**src/design/fixed_block_free_list_unit_macros.svh**
```systemverilog
// ----------------------------------------------------------------------------
// Assertion macros for the fixed block free list unit
// Concurrent assertion wrappers clocked on clk_i and disabled during reset.
// ----------------------------------------------------------------------------
`ifndef FIXED_BLOCK_FREE_LIST_UNIT_MACROS_SVH
`define FIXED_BLOCK_FREE_LIST_UNIT_MACROS_SVH

`ifndef SYNTHESIS

`define FBFL_ASSERT(lbl, prop, msg) \
  lbl: assert property (@(posedge clk_i) disable iff (!rst_ni) prop) else $error(msg);

`define FBFL_ASSERT_IMPL(lbl, ante, cons, msg) \
  `FBFL_ASSERT(lbl, (ante) |-> (cons), msg)

`else

`define FBFL_ASSERT(lbl, prop, msg)

`define FBFL_ASSERT_IMPL(lbl, ante, cons, msg)

`endif

`endif

```
**src/design/fbfl_pkg.sv**
```systemverilog
// ----------------------------------------------------------------------------
// fbfl_pkg
// Types, codes and default sizes shared by the fixed block free list unit.
// ----------------------------------------------------------------------------
`default_nettype none

package fbfl_pkg;

  localparam int NumBlocksDef = 256;
  localparam int WordBytesDef = 8;

  localparam int CfgDataW   = 13;
  localparam int CfgIndexW  = 1;
  localparam int ModeW      = 2;
  localparam int IndexW     = 8;
  localparam int OffsetW    = 21;
  localparam int StatusW    = 2;
  localparam int CountW     = 9;
  localparam int PoolLimit  = 256;

  localparam logic [CfgIndexW-1:0] CFG_BLOCK_BYTES   = 1'b0;
  localparam logic [CfgIndexW-1:0] CFG_BLOCKS_IN_USE = 1'b1;

  localparam logic [ModeW-1:0] MODE_ALLOC = 2'd0;
  localparam logic [ModeW-1:0] MODE_FREE  = 2'd1;
  localparam logic [ModeW-1:0] MODE_RESET = 2'd2;

  localparam logic [StatusW-1:0] STAT_OK        = 2'd0;
  localparam logic [StatusW-1:0] STAT_EMPTY     = 2'd1;
  localparam logic [StatusW-1:0] STAT_BAD_INDEX = 2'd2;

  typedef enum logic [1:0] {
    ST_IDLE = 2'b01,
    ST_EXEC = 2'b10
  } state_e;

endpackage

`default_nettype wire

```
**src/design/fixed_block_free_list_unit.sv**
```systemverilog
// ----------------------------------------------------------------------------
// fixed_block_free_list_unit
// Allocator for a pool of equal-size blocks kept as a LIFO free list.
// ----------------------------------------------------------------------------
// Each request runs as a transfer and an execute step: the cycle of its
// transfer reads the link memory at the current list head, and the execute
// state, once the output can take a result, updates the head, the fresh mark
// and the used count and loads the result register. A new request is taken
// only after the unit has returned to idle, so it cannot take one before the
// previous one is loaded. The input stalls during a configuration write, and
// a write to either register makes the whole pool free again. No clearing
// pass follows reset: a link is only used after it has been written.
`default_nettype none

`include "fixed_block_free_list_unit_macros.svh"

module fixed_block_free_list_unit
  import fbfl_pkg::*;
#(
  parameter int NUM_BLOCKS = NumBlocksDef,
  parameter int WORD_BYTES = WordBytesDef
) (
  input  wire logic                 clk_i,
  input  wire logic                 rst_ni,
  input  wire logic                 cfg_we_i,
  input  wire logic [CfgIndexW-1:0] cfg_index_i,
  input  wire logic [CfgDataW-1:0]  cfg_data_i,
  input  wire logic                 in_valid_i,
  output logic                      in_stall_o,
  input  wire logic [ModeW-1:0]     mode_i,
  input  wire logic [IndexW-1:0]    free_index_i,
  output logic                      out_valid_o,
  input  wire logic                 out_stall_i,
  output logic      [IndexW-1:0]    block_index_o,
  output logic      [OffsetW-1:0]   block_offset_o,
  output logic      [StatusW-1:0]   status_o,
  output logic      [CountW-1:0]    free_count_o
);

  localparam int AddrW      = $clog2(NUM_BLOCKS);
  localparam int LinkW      = $clog2(NUM_BLOCKS + 1);
  localparam int PoolMax    = (NUM_BLOCKS < PoolLimit) ? NUM_BLOCKS : PoolLimit;
  localparam int XW         = CfgDataW + 1;
  localparam int RecipShift = XW + $clog2(WORD_BYTES);
  localparam int RecipW     = RecipShift + 1;
  localparam longint RecipMul = ((64'd1 << RecipShift) + WORD_BYTES - 1) / WORD_BYTES;
  localparam int QuotRst    = (8 + WORD_BYTES - 1) / WORD_BYTES;
  localparam int ProdW      = IndexW + XW;
  localparam int SumW       = ProdW + 1;

  localparam logic [LinkW-1:0]  EmptyMark = LinkW'(NUM_BLOCKS);
  localparam logic [CountW-1:0] PoolMaxC  = CountW'(PoolMax);

  state_e state_q, state_d;

  logic [XW-1:0]     quot_q, quot_d;
  logic [XW-1:0]     stride_q;
  logic [CountW-1:0] biu_q;
  logic [LinkW-1:0]  head_q, head_d;
  logic [CountW-1:0] fresh_q, fresh_d;
  logic [CountW-1:0] used_q, used_d;

  logic [ModeW-1:0]  req_mode_q;
  logic [IndexW-1:0] req_idx_q;

  logic               out_valid_q;
  logic [IndexW-1:0]  res_index_q, res_index_d;
  logic [OffsetW-1:0] res_offset_q, res_offset_d;
  logic [StatusW-1:0] res_status_q, res_status_d;
  logic [CountW-1:0]  res_count_q, res_count_d;

  logic              in_xfer;
  logic              commit;
  logic [CountW-1:0] pool_n;
  logic              head_valid;
  logic [LinkW-1:0]  rd_link;
  logic              mem_we;
  logic [AddrW-1:0]  mem_waddr;
  logic              res_fail;

  logic [CfgDataW-1:0]   bytes_nz;
  logic [XW-1:0]         round_x;
  logic [XW+RecipW-1:0]  recip_prod;

  logic [LinkW+IndexW-1:0] head_ext;
  logic [AddrW+IndexW-1:0] idx_ext;
  logic [CountW-1:0]       used_tmp;
  logic                    got;
  logic [ProdW-1:0]        off_prod;
  logic [SumW-1:0]         off_sum;

  assign in_xfer    = in_valid_i && !in_stall_o;
  assign in_stall_o = (state_q != ST_IDLE) || cfg_we_i;
  assign commit     = (state_q == ST_EXEC) && (!out_valid_q || !out_stall_i);

  assign pool_n     = (biu_q > PoolMaxC) ? PoolMaxC : biu_q;
  assign head_valid = head_q < EmptyMark;
  assign head_ext   = (LinkW + IndexW)'(head_q);
  assign idx_ext    = (AddrW + IndexW)'(req_idx_q);

  assign bytes_nz   = (cfg_data_i == '0) ? CfgDataW'(1) : cfg_data_i;
  assign round_x    = XW'(bytes_nz) + XW'(WORD_BYTES - 1);
  assign recip_prod = (XW + RecipW)'(round_x) * (XW + RecipW)'(RecipMul);
  assign quot_d     = XW'(recip_prod >> RecipShift);

  fbfl_ram #(
    .WIDTH (LinkW),
    .DEPTH (NUM_BLOCKS)
  ) u_link_ram (
    .clk_i   (clk_i),
    .we_i    (mem_we),
    .waddr_i (mem_waddr),
    .wdata_i (head_q),
    .re_i    (in_xfer),
    .raddr_i (head_q[AddrW-1:0]),
    .rdata_o (rd_link)
  );

  always_comb begin
    state_d      = state_q;
    head_d       = head_q;
    fresh_d      = fresh_q;
    used_tmp     = used_q;
    mem_we       = 1'b0;
    mem_waddr    = idx_ext[AddrW-1:0];
    got          = 1'b0;
    res_index_d  = '0;
    res_status_d = STAT_OK;

    case (state_q)
      ST_IDLE: begin
        if (in_xfer) begin
          state_d = ST_EXEC;
        end
      end
      ST_EXEC: begin
        if (commit) begin
          state_d = ST_IDLE;
        end
      end
      default: begin
        state_d = ST_IDLE;
      end
    endcase

    case (req_mode_q)
      MODE_ALLOC: begin
        if (head_valid) begin
          res_index_d = head_ext[IndexW-1:0];
          head_d      = (rd_link > EmptyMark) ? EmptyMark : rd_link;
          got         = 1'b1;
        end else if (fresh_q < pool_n) begin
          res_index_d = fresh_q[IndexW-1:0];
          fresh_d     = fresh_q + CountW'(1);
          got         = 1'b1;
        end
        if (got) begin
          if (used_q < pool_n) begin
            used_tmp = used_q + CountW'(1);
          end
        end else begin
          res_status_d = STAT_EMPTY;
        end
      end
      MODE_FREE: begin
        if (CountW'(req_idx_q) < pool_n) begin
          mem_we = commit;
          head_d = LinkW'(req_idx_q);
          if (used_q != '0) begin
            used_tmp = used_q - CountW'(1);
          end
        end else begin
          res_status_d = STAT_BAD_INDEX;
        end
      end
      MODE_RESET: begin
        head_d   = EmptyMark;
        fresh_d  = '0;
        used_tmp = '0;
      end
      default: begin
      end
    endcase

    used_d       = (used_tmp > pool_n) ? pool_n : used_tmp;
    res_count_d  = pool_n - used_d;
    off_prod     = ProdW'(res_index_d) * ProdW'(stride_q);
    off_sum      = SumW'(off_prod) + SumW'(WORD_BYTES);
    res_offset_d = got ? off_sum[OffsetW-1:0] : '0;
  end

  always_ff @(posedge clk_i or negedge rst_ni) begin
    if (!rst_ni) begin
      state_q     <= ST_IDLE;
      quot_q      <= XW'(QuotRst);
      stride_q    <= XW'(QuotRst * WORD_BYTES);
      biu_q       <= CountW'(256);
      head_q      <= EmptyMark;
      fresh_q     <= '0;
      used_q      <= '0;
      out_valid_q <= 1'b0;
    end else begin
      state_q  <= state_d;
      stride_q <= XW'(quot_q * XW'(WORD_BYTES));
      if (cfg_we_i) begin
        case (cfg_index_i)
          CFG_BLOCK_BYTES: begin
            quot_q <= quot_d;
          end
          CFG_BLOCKS_IN_USE: begin
            biu_q <= cfg_data_i[CountW-1:0];
          end
          default: begin
          end
        endcase
        head_q  <= EmptyMark;
        fresh_q <= '0;
        used_q  <= '0;
      end else if (commit) begin
        head_q  <= head_d;
        fresh_q <= fresh_d;
        used_q  <= used_d;
      end
      if (commit) begin
        out_valid_q <= 1'b1;
      end else if (!out_stall_i) begin
        out_valid_q <= 1'b0;
      end
    end
  end

  always_ff @(posedge clk_i) begin
    if (in_xfer) begin
      req_mode_q <= mode_i;
      req_idx_q  <= free_index_i;
    end
    if (commit) begin
      res_index_q  <= res_index_d;
      res_offset_q <= res_offset_d;
      res_status_q <= res_status_d;
      res_count_q  <= res_count_d;
    end
  end

  assign out_valid_o    = out_valid_q;
  assign block_index_o  = res_index_q;
  assign block_offset_o = res_offset_q;
  assign status_o       = res_status_q;
  assign free_count_o   = res_count_q;

  assign res_fail = out_valid_o && (status_o != STAT_OK);

  `FBFL_ASSERT_IMPL(a_xfer_to_exec, in_xfer, ##1 (state_q == ST_EXEC), "Transfer not executed.")
  `FBFL_ASSERT(a_head_range, head_q <= EmptyMark, "List head beyond the empty marker.")
  `FBFL_ASSERT(a_used_range, used_q <= pool_n, "Used count exceeds the pool size.")
  `FBFL_ASSERT(a_fresh_range, fresh_q <= pool_n, "Fresh mark exceeds the pool size.")
  `FBFL_ASSERT_IMPL(a_empty_offset, res_fail, block_offset_o == '0, "Offset on failed result.")

endmodule

`default_nettype wire

```
**src/design/fbfl_ram.sv**
```systemverilog
// ----------------------------------------------------------------------------
// fbfl_ram
// Generic simple dual-port RAM with one write port and a registered read.
// ----------------------------------------------------------------------------
`default_nettype none

module fbfl_ram #(
  parameter int WIDTH = 8,
  parameter int DEPTH = 256
) (
  input  wire logic                     clk_i,
  input  wire logic                     we_i,
  input  wire logic [$clog2(DEPTH)-1:0] waddr_i,
  input  wire logic [WIDTH-1:0]         wdata_i,
  input  wire logic                     re_i,
  input  wire logic [$clog2(DEPTH)-1:0] raddr_i,
  output logic      [WIDTH-1:0]         rdata_o
);

  logic [WIDTH-1:0] mem_q [DEPTH];
  logic [WIDTH-1:0] rdata_q;

  always_ff @(posedge clk_i) begin
    if (we_i) begin
      mem_q[waddr_i] <= wdata_i;
    end
    if (re_i) begin
      rdata_q <= mem_q[raddr_i];
    end
  end

  assign rdata_o = rdata_q;

endmodule

`default_nettype wire
```
**config.mk**
```make
export PLATFORM = sky130hd
export DESIGN_NAME = fixed_block_free_list_unit
export DESIGN_NICKNAME = d
export VERILOG_FILES = /design/src/design/fbfl_pkg.sv /design/src/design/fixed_block_free_list_unit.sv /design/src/design/fbfl_ram.sv
export VERILOG_INCLUDE_DIRS = /design/src /design/src/design
export SDC_FILE = /design/constraint.sdc
export NUM_CORES = 2
export LEC_CHECK = 0
export ABC_AREA = 1
export BUFFER_PORTS_ARGS = -buffer_cell sky130_fd_sc_hd__clkbuf_2
export CORE_UTILIZATION = 35
export DETAILED_ROUTE_END_ITERATION = 16
export GPL_TIMING_DRIVEN = 1
export SYNTH_ARGS = -nofsm -noshare
export SYNTH_HDL_FRONTEND = slang
export SYNTH_SLANG_ARGS = --single-unit
```
**constraint.sdc**
```tcl
create_clock -name clk_i -period 10.2 [get_ports clk_i]
set_clock_uncertainty 0.2 [all_clocks]
set_input_delay 1.53 -clock clk_i [delete_from_list [all_inputs] [get_ports clk_i]]
set_output_delay 1.53 -clock clk_i [all_outputs]
set_load 0.02 [all_outputs]
```
== Word level (Yosys, flattened, before mapping) ==
Memory sizes are Yosys's and may differ from the RTL's. A register that Yosys moved wholly into a read port is not among the register bits.
Index checks and enable logic that the tools add are counted.

* Word-level logic and storage cells: 100
* Memories kept: 1
* Bits in registers: 111
* Output and inout bits: 42
* Bits of input ports: 29
* RAM bits: 2,304

{| class="wikitable"
|+ Memory list
! name !! words !! width !! rd ports !! clocked after memory_dff !! write ports !! line !! RTL
|-
| u_link_ram.mem_q || 256 || 9 || 1 || 1 || 1 || fbfl_ram.sv:20 || <nowiki>logic [WIDTH-1:0] mem_q [DEPTH];</nowiki>
|}

* Eq/ne operators: 12
* Bitwise logic cells: 1
* Reductions and logical operators: 18
* Add/sub/neg operators: 6
* Muxes and demuxes: 40
* Magnitude comparators: 7
* Multipliers: 1

{| class="wikitable"
|+ Operator list
! cell !! number
|-
| $mux 9 || 17
|-
| $pmux 9 s3 || 2
|-
| $mux 8 || 3
|-
| $add 21x4->21 const B || 1
|-
| $add 9x1->9 const B || 2
|-
| $gt 9x9->1 const B || 2
|-
| $lt 9x9->1 || 2
|-
| $mul 8x11->18 || 1
|-
| $pmux 9 s2 || 1
|-
| $add 13x3->14 const B || 1
|-
| $logic_not 13->1 || 1
|-
| $mux 13 || 1
|-
| $ne 3x3->1 const B || 4
|-
| $mux 1 || 11
|-
| $gt 9x9->1 || 1
|-
| $lt 8x9->1 || 1
|-
| $lt 9x9->1 const B || 1
|-
| $reduce_bool 9->1 || 1
|-
| $sub 9x1->9 const B || 1
|-
| $sub 9x9->9 || 1
|-
| $pmux 2 s2 || 2
|-
| $reduce_and 4->1 || 2
|-
| $mux 2 || 3
|-
| $reduce_and 2->1 || 3
|-
| other kinds (12) || 20
|}

== Longest topological paths before layout ==
* Depth in word-level cells: 12
* Mapped depth: 43
* Mapped depth without buffers: 43

== Cells and area by module ==
A second synthesis with hierarchy kept.

* Cells, all modules: 9,140
* Area, all modules: 103,501.8 um^2

{| class="wikitable"
|+ Modules (own cells, without submodules)
! module !! instances !! seq. area each (um^2) !! area an instance (um^2) !! cells an instance
|-
| fbfl_ram || 1 || 69,456.6 || 93,609.8 || 7,826
|-
| fixed_block_free_list_unit || 1 || 2,944.1 || 9,892.0 || 1,314
|}

== Worst setup path before layout ==
Ideal clock, no wire load.

* Kind: reg2reg
* Start: register head_q[2]
* End: register res_offset_q[20], in the netlist block_offset_o[20] (data pin)
* Arrival time: 8,154 ps
* Period minus slack after synthesis: 8,613 ps
* Required time: 9,741 ps
* Buffers on the path: 4
* Library setup time: 259 ps
* Path slack: 1,587 ps
* Cell stages (with the launch flop): 31
* Path through: dfrtp_1 clkbuf_1 inv_1 clkbuf_1 clkbuf_1 o21ai_0 and3_1 clkbuf_1 nand2_1 fa_1 inv_1 fa_1 fa_1 inv_1 fa_1 inv_1 ha_1 nand2_1 inv_1 a21oi_1 nand2_1 nand2_1 nand2_1 nor2_1 inv_1 nor2_1 nand3_1 nor2_1 nand2_1 nand3_1 a21oi_1

* Cells in the longest elaborated chain, start to end: 5
* Elaborated cells between the ends (all ways): 8
* Those cells by class: 1 x add/sub; 1 x mul; 1 x order compare; 5 x mux

{| class="wikitable"
|+ RTL lines
! element !! line !! RTL
|-
| from (decl) || fixed_block_free_list_unit.sv:59 || <nowiki>logic [LinkW-1:0] head_q, head_d;</nowiki>
|-
| from (signal assigned) || fixed_block_free_list_unit.sv:198 || <nowiki>head_q <= EmptyMark;</nowiki>
|-
| from (signal assigned) || fixed_block_free_list_unit.sv:216 || <nowiki>head_q <= EmptyMark;</nowiki>
|-
| $lt 9x9->1 || fixed_block_free_list_unit.sv:97 || <nowiki>assign head_valid = head_q < EmptyMark;</nowiki>
|-
| $mux 8 * || fixed_block_free_list_unit.sv:148 || <nowiki>if (head_valid) begin</nowiki>
|-
| $mux 8 * || fixed_block_free_list_unit.sv:146 || <nowiki>case (req_mode_q)</nowiki>
|-
| net res_index_d[2] || fixed_block_free_list_unit.sv:67 || <nowiki>logic [IndexW-1:0] res_index_q, res_index_d;</nowiki>
|-
| $mul 8x11->18 * || fixed_block_free_list_unit.sv:187 || <nowiki>off_prod = ProdW'(res_index_d) * ProdW'(stride_q);</nowiki>
|-
| $add 21x4->21 * || fixed_block_free_list_unit.sv:188 || <nowiki>off_sum = SumW'(off_prod) + SumW'(WORD_BYTES);</nowiki>
|-
| to (signal assigned) || fixed_block_free_list_unit.sv:239 || <nowiki>res_offset_q <= res_offset_d;</nowiki>
|-
| to (decl) || fixed_block_free_list_unit.sv:68 || <nowiki>logic [OffsetW-1:0] res_offset_q, res_offset_d;</nowiki>
|}

Mark *: on every way through the listed nets, which the timed path passes. The rest lies on a longest branch. The select of a mux whose other input is x is not followed.
A chain may end at the register's enable or synchronous reset.

== Worst setup path in the final report ==
* Start: register biu_q[0]
* End: register res_offset_q[20], in the netlist block_offset_o[20] (data pin)

* Cells in the longest elaborated chain, start to end: 8
* Elaborated cells between the ends (all ways): 12
* Those cells by class: 1 x add/sub; 1 x mul; 2 x order compare; 8 x mux

{| class="wikitable"
|+ RTL lines
! element !! line !! RTL
|-
| from (decl) || fixed_block_free_list_unit.sv:58 || <nowiki>logic [CountW-1:0] biu_q;</nowiki>
|-
| from (signal assigned) || fixed_block_free_list_unit.sv:197 || <nowiki>biu_q <= CountW'(256);</nowiki>
|-
| from (signal assigned) || fixed_block_free_list_unit.sv:211 || <nowiki>biu_q <= cfg_data_i[CountW-1:0];</nowiki>
|-
| $gt 9x9->1 || fixed_block_free_list_unit.sv:96 || <nowiki>assign pool_n = (biu_q > PoolMaxC) ? PoolMaxC : biu_q;</nowiki>
|-
| $mux 9 * || fixed_block_free_list_unit.sv:96 ||
|-
| $lt 9x9->1 * || fixed_block_free_list_unit.sv:152 || <nowiki>end else if (fresh_q < pool_n) begin</nowiki>
|-
| $mux 8 || fixed_block_free_list_unit.sv:152 ||
|-
| $mux 8 || fixed_block_free_list_unit.sv:148 ||
|-
| $mux 8 || fixed_block_free_list_unit.sv:146 ||
|-
| $mul 8x11->18 || fixed_block_free_list_unit.sv:187 ||
|-
| $add 21x4->21 || fixed_block_free_list_unit.sv:188 ||
|}

Mark *: on every way between the ends. The rest lies on a longest branch, timed or not. The select of a mux whose other input is x is not followed.

==> results.toml <==
[synthesis]
synth_mux_area_share_pct = 0.0222
synth_edf_count = 2360
yosysMostFrequentCell = "edfxtp_1"
synth_warnings = 0
synth-xor-area-share_pct = 0.225
syn-mean-instance-area_um2 = 11.9
yosys.area_share.simple_pct = 13.0
synth_common_cells = "edfxtp_1, nor2_1, o21ai_0"
synth.area.top_cells = "edfxtp_1, o21ai_0, nor2_1, o22ai_1, nand2_1"
synthFlopType = "edfxtp_1"
synth_top_area_share_pct = 69.9
ys_types = 47
synth.yosys.seq_area_share_pct = 71.5
syn_inst = 8517
yosysTopAreaCell = "edfxtp_1"
synth-seq-cells = 2421
async_flop_share_pct = 2.52
synth_compound_area_share_pct = 10.0
syn_area_um2 = 101000
synth_top_family_by_area = "simple AND/OR/NAND/NOR gates"
synth_fa_ha_area_share_pct = 2.12

[critical_path]
r2r-start = "biu_q[0]"
cpPeakStageDelay_ns = 0.54
reg2reg_depth = 35
r2r_setup_slack_ns = 2.14
r2r-end = "block_offset_o[20]"
start_kind = "register"
cp.arrival_ns = 8.48
critPathSlowestCell = "fa_1"
critPathCaptureType = "register"
critPathMaxFanout = 18
crit_start = "biu_q[0]"
path_common_cell = "nand2_1"
worstSetupPathType = "reg -> reg"
crit_required_ns = 10.62

[global_route]
grt_use_met1_pct = 25.4
busiest_layer = "met2"
grt_pass1_wl_mm = 405
grtUsageTotal_pct = 18.0
grt_overflow = 0
grt_max_degree = 244
antenna_found_initial = 5
grt_pass1_vias = 63400
use_met3_pct = 2.71
use_met2_pct = 28.4

[floorplan]
pin_count = 71
die_height_um = 540
core-area_um2 = 288000
num_rows = 197
die_w_um = 540
die_area_um2 = 292000
initial_core_util_pct = 35.2

[pwr]
p_leak_nw = 38.3
clock_power_share_pct = 39.0
powerDensity_nw_per_um2 = 204
p_sw_share_pct = 26.0
finalPower_mw = 23.0
power_frac_comb_pct = 12.0
seqPwrFrac_pct = 49.0
switchingPower_mw = 6.00
vdd_drop_max_mv = 0.148
p_int_mw = 17.0

[min_path]
min_from = "quot_q[8]"
min_delay_worst_endpoint = "stride_q[11]"
worstHoldPathType = "reg -> reg"
hold_depth = 0

[timing]
period_minus_slack_ns = 8.06
finalMaxSlewViolations = 0
fin_ws_ns = 2.14
finalSetupViolCount = 0
rsz0062_at_grt = "no"
period_share_pct = 79.0
finalSetupTns_ns = 0
worstMarginPinSlew_ns = 1.35
whs_ns = 0.173
max_freq_ghz = 0.124
hold_viol = 0
relSlewSlack_pct = 9.49

[cells_and_area]
area.sequential_um2 = 72400
area_growth_pct = 11.5
multi_input_area_um2 = 25800
fillers = 27000
instances_no_fill = 12300
num-nets-final = 8522
drive_above_1_share_pct = 6.52

[clock_tree]
ctsResizeCount = 0
cts_setup_buffers = 0
root_buffer = "clkbuf_16"
cts-htree-levels = 4
clk_path_buf_depth = 4
cts_made_buffers = 243
cts_sinks = 2421
ctsHoldBuffers = 0
cts_tree = "yes"
clk_latency_ns = 0.91
clk_pin_slew_worst_paths_ns = 0.06

[routing]
firstDrtPassIters = 14
vias = 67100
drc = 1
wl_mm = 271
routedWlPerCell_um = 22.0
viasPerCell = 5.44
antenna_left = 0
drt_iter0_markers = 7209

[placement]
place_hpwl_mm = 149
place_congestion = 0.849
preCtsSetupSlack_ns = 2.26
portBuffers = 67
placedCellCount = 11900

[status]
violations = "DRC"
status = "complete, but fails checks"

[flow_run]
cap_violations = 0
==> power groups by stage <==
stage | logic (mW) | registers (mW) | clock network [mW]
5_1_grt | 3.03 | 11.3 | 9.46
4_1_cts | 2.75 | 11.3 | 9.09
3_5_place_dp | 2.74 | 11.5 | 0
2_1_floorplan | 1.64 | 11.6 | 0
6_report | 2.77 | 11.3 | 8.98
3_3_place_gp | 2.70 | 11.5 | 0
==> flip-flops by register name, indices dropped and copies added, names as in the netlist, 8 cells and up <==
signal              cells
quot_q                 11
fresh_q                 9
free_count_o            9
used_q                  9
u_link_ram.mem_q     2304
stride_q               11
head_q                  9
mem_waddr               8
u_link_ram.rdata_o      9
block_index_o           8
biu_q                   9
block_offset_o         18
==> critical path, delay by kind of cell (launching register included) <==
kind,cells,cell delay (ns)
compound gates,4,0.59
xor+xnor,1,0.15
fa+ha+maj,6,2.69
buf+inv,6,0.49
flops,1,0.42
simple gates,18,3.20
==> per-stage QoR <==
stage	cell area [um^2]	utilization [%]
after floorplan	101000	-
after global placement	105000	36.5
after detailed placement	105000	36.5
after CTS	113000	39.2
after global routing	113000	39.3
final	113000	39.3
==> worst max-delay path by stage <==
stage	end	slack [ns]	cells after the start
after CTS	block_offset_o[20]	2.21	35
after global placement	block_offset_o[20]	2.34	35
after global routing	block_offset_o[18]	1.52	33
final	block_offset_o[20]	2.14	35
after detailed placement	block_offset_o[19]	2.26	35
after floorplan	block_offset_o[20]	1.59	30
==> layout make-up <==
type / instances / area share (%)
clock buffers: 285 / 5.58
repair buffers: 155 / 1.01
multi-input cells: 5272 / 22.8
flip-flops and latches: 2421 / 64.1
inverters: 261 / 0.892
clock inverters: 152 / 1.43
diodes: 3 / 0.00664
well taps: 3781 / 4.19
==> cell usage in the layout (no fill, tap or decap), types with 23 or more instances in the layout <==
cell type,n
edfxtp_1,2360
nor2_1,1547
o21ai_0,1200
nand2_1,938
nand3_1,656
o22ai_1,577
inv_1,246
clkbuf_16,245
ha_1,85
buf_4,76
a21oi_1,72
clkbuf_2,67
clkinv_1,60
fa_1,54
dfrtp_1,48
clkinv_2,44
clkbuf_1,38
bufinv_16,31
nand4_1,28
xor2_1,23
==> layer usage <==
layer  vias up  part of all wire [%]
li1      30400                     -
met1     33400                    43
met2      2791                    46
met3       467                   7.9
met4         2                   3.2
met5         -                  0.11
==> kinds of logic after synthesis <==
kind of cell,after synthesis
AOI/OAI and AO/OA,1870
muxes,2
other,1
buffers and inverters,826
and+or+nand+nor,3232
adders and majority gates,139
xor gates and xnor gates,26
DFF,2421
Power figures use the tool's default switching activity.
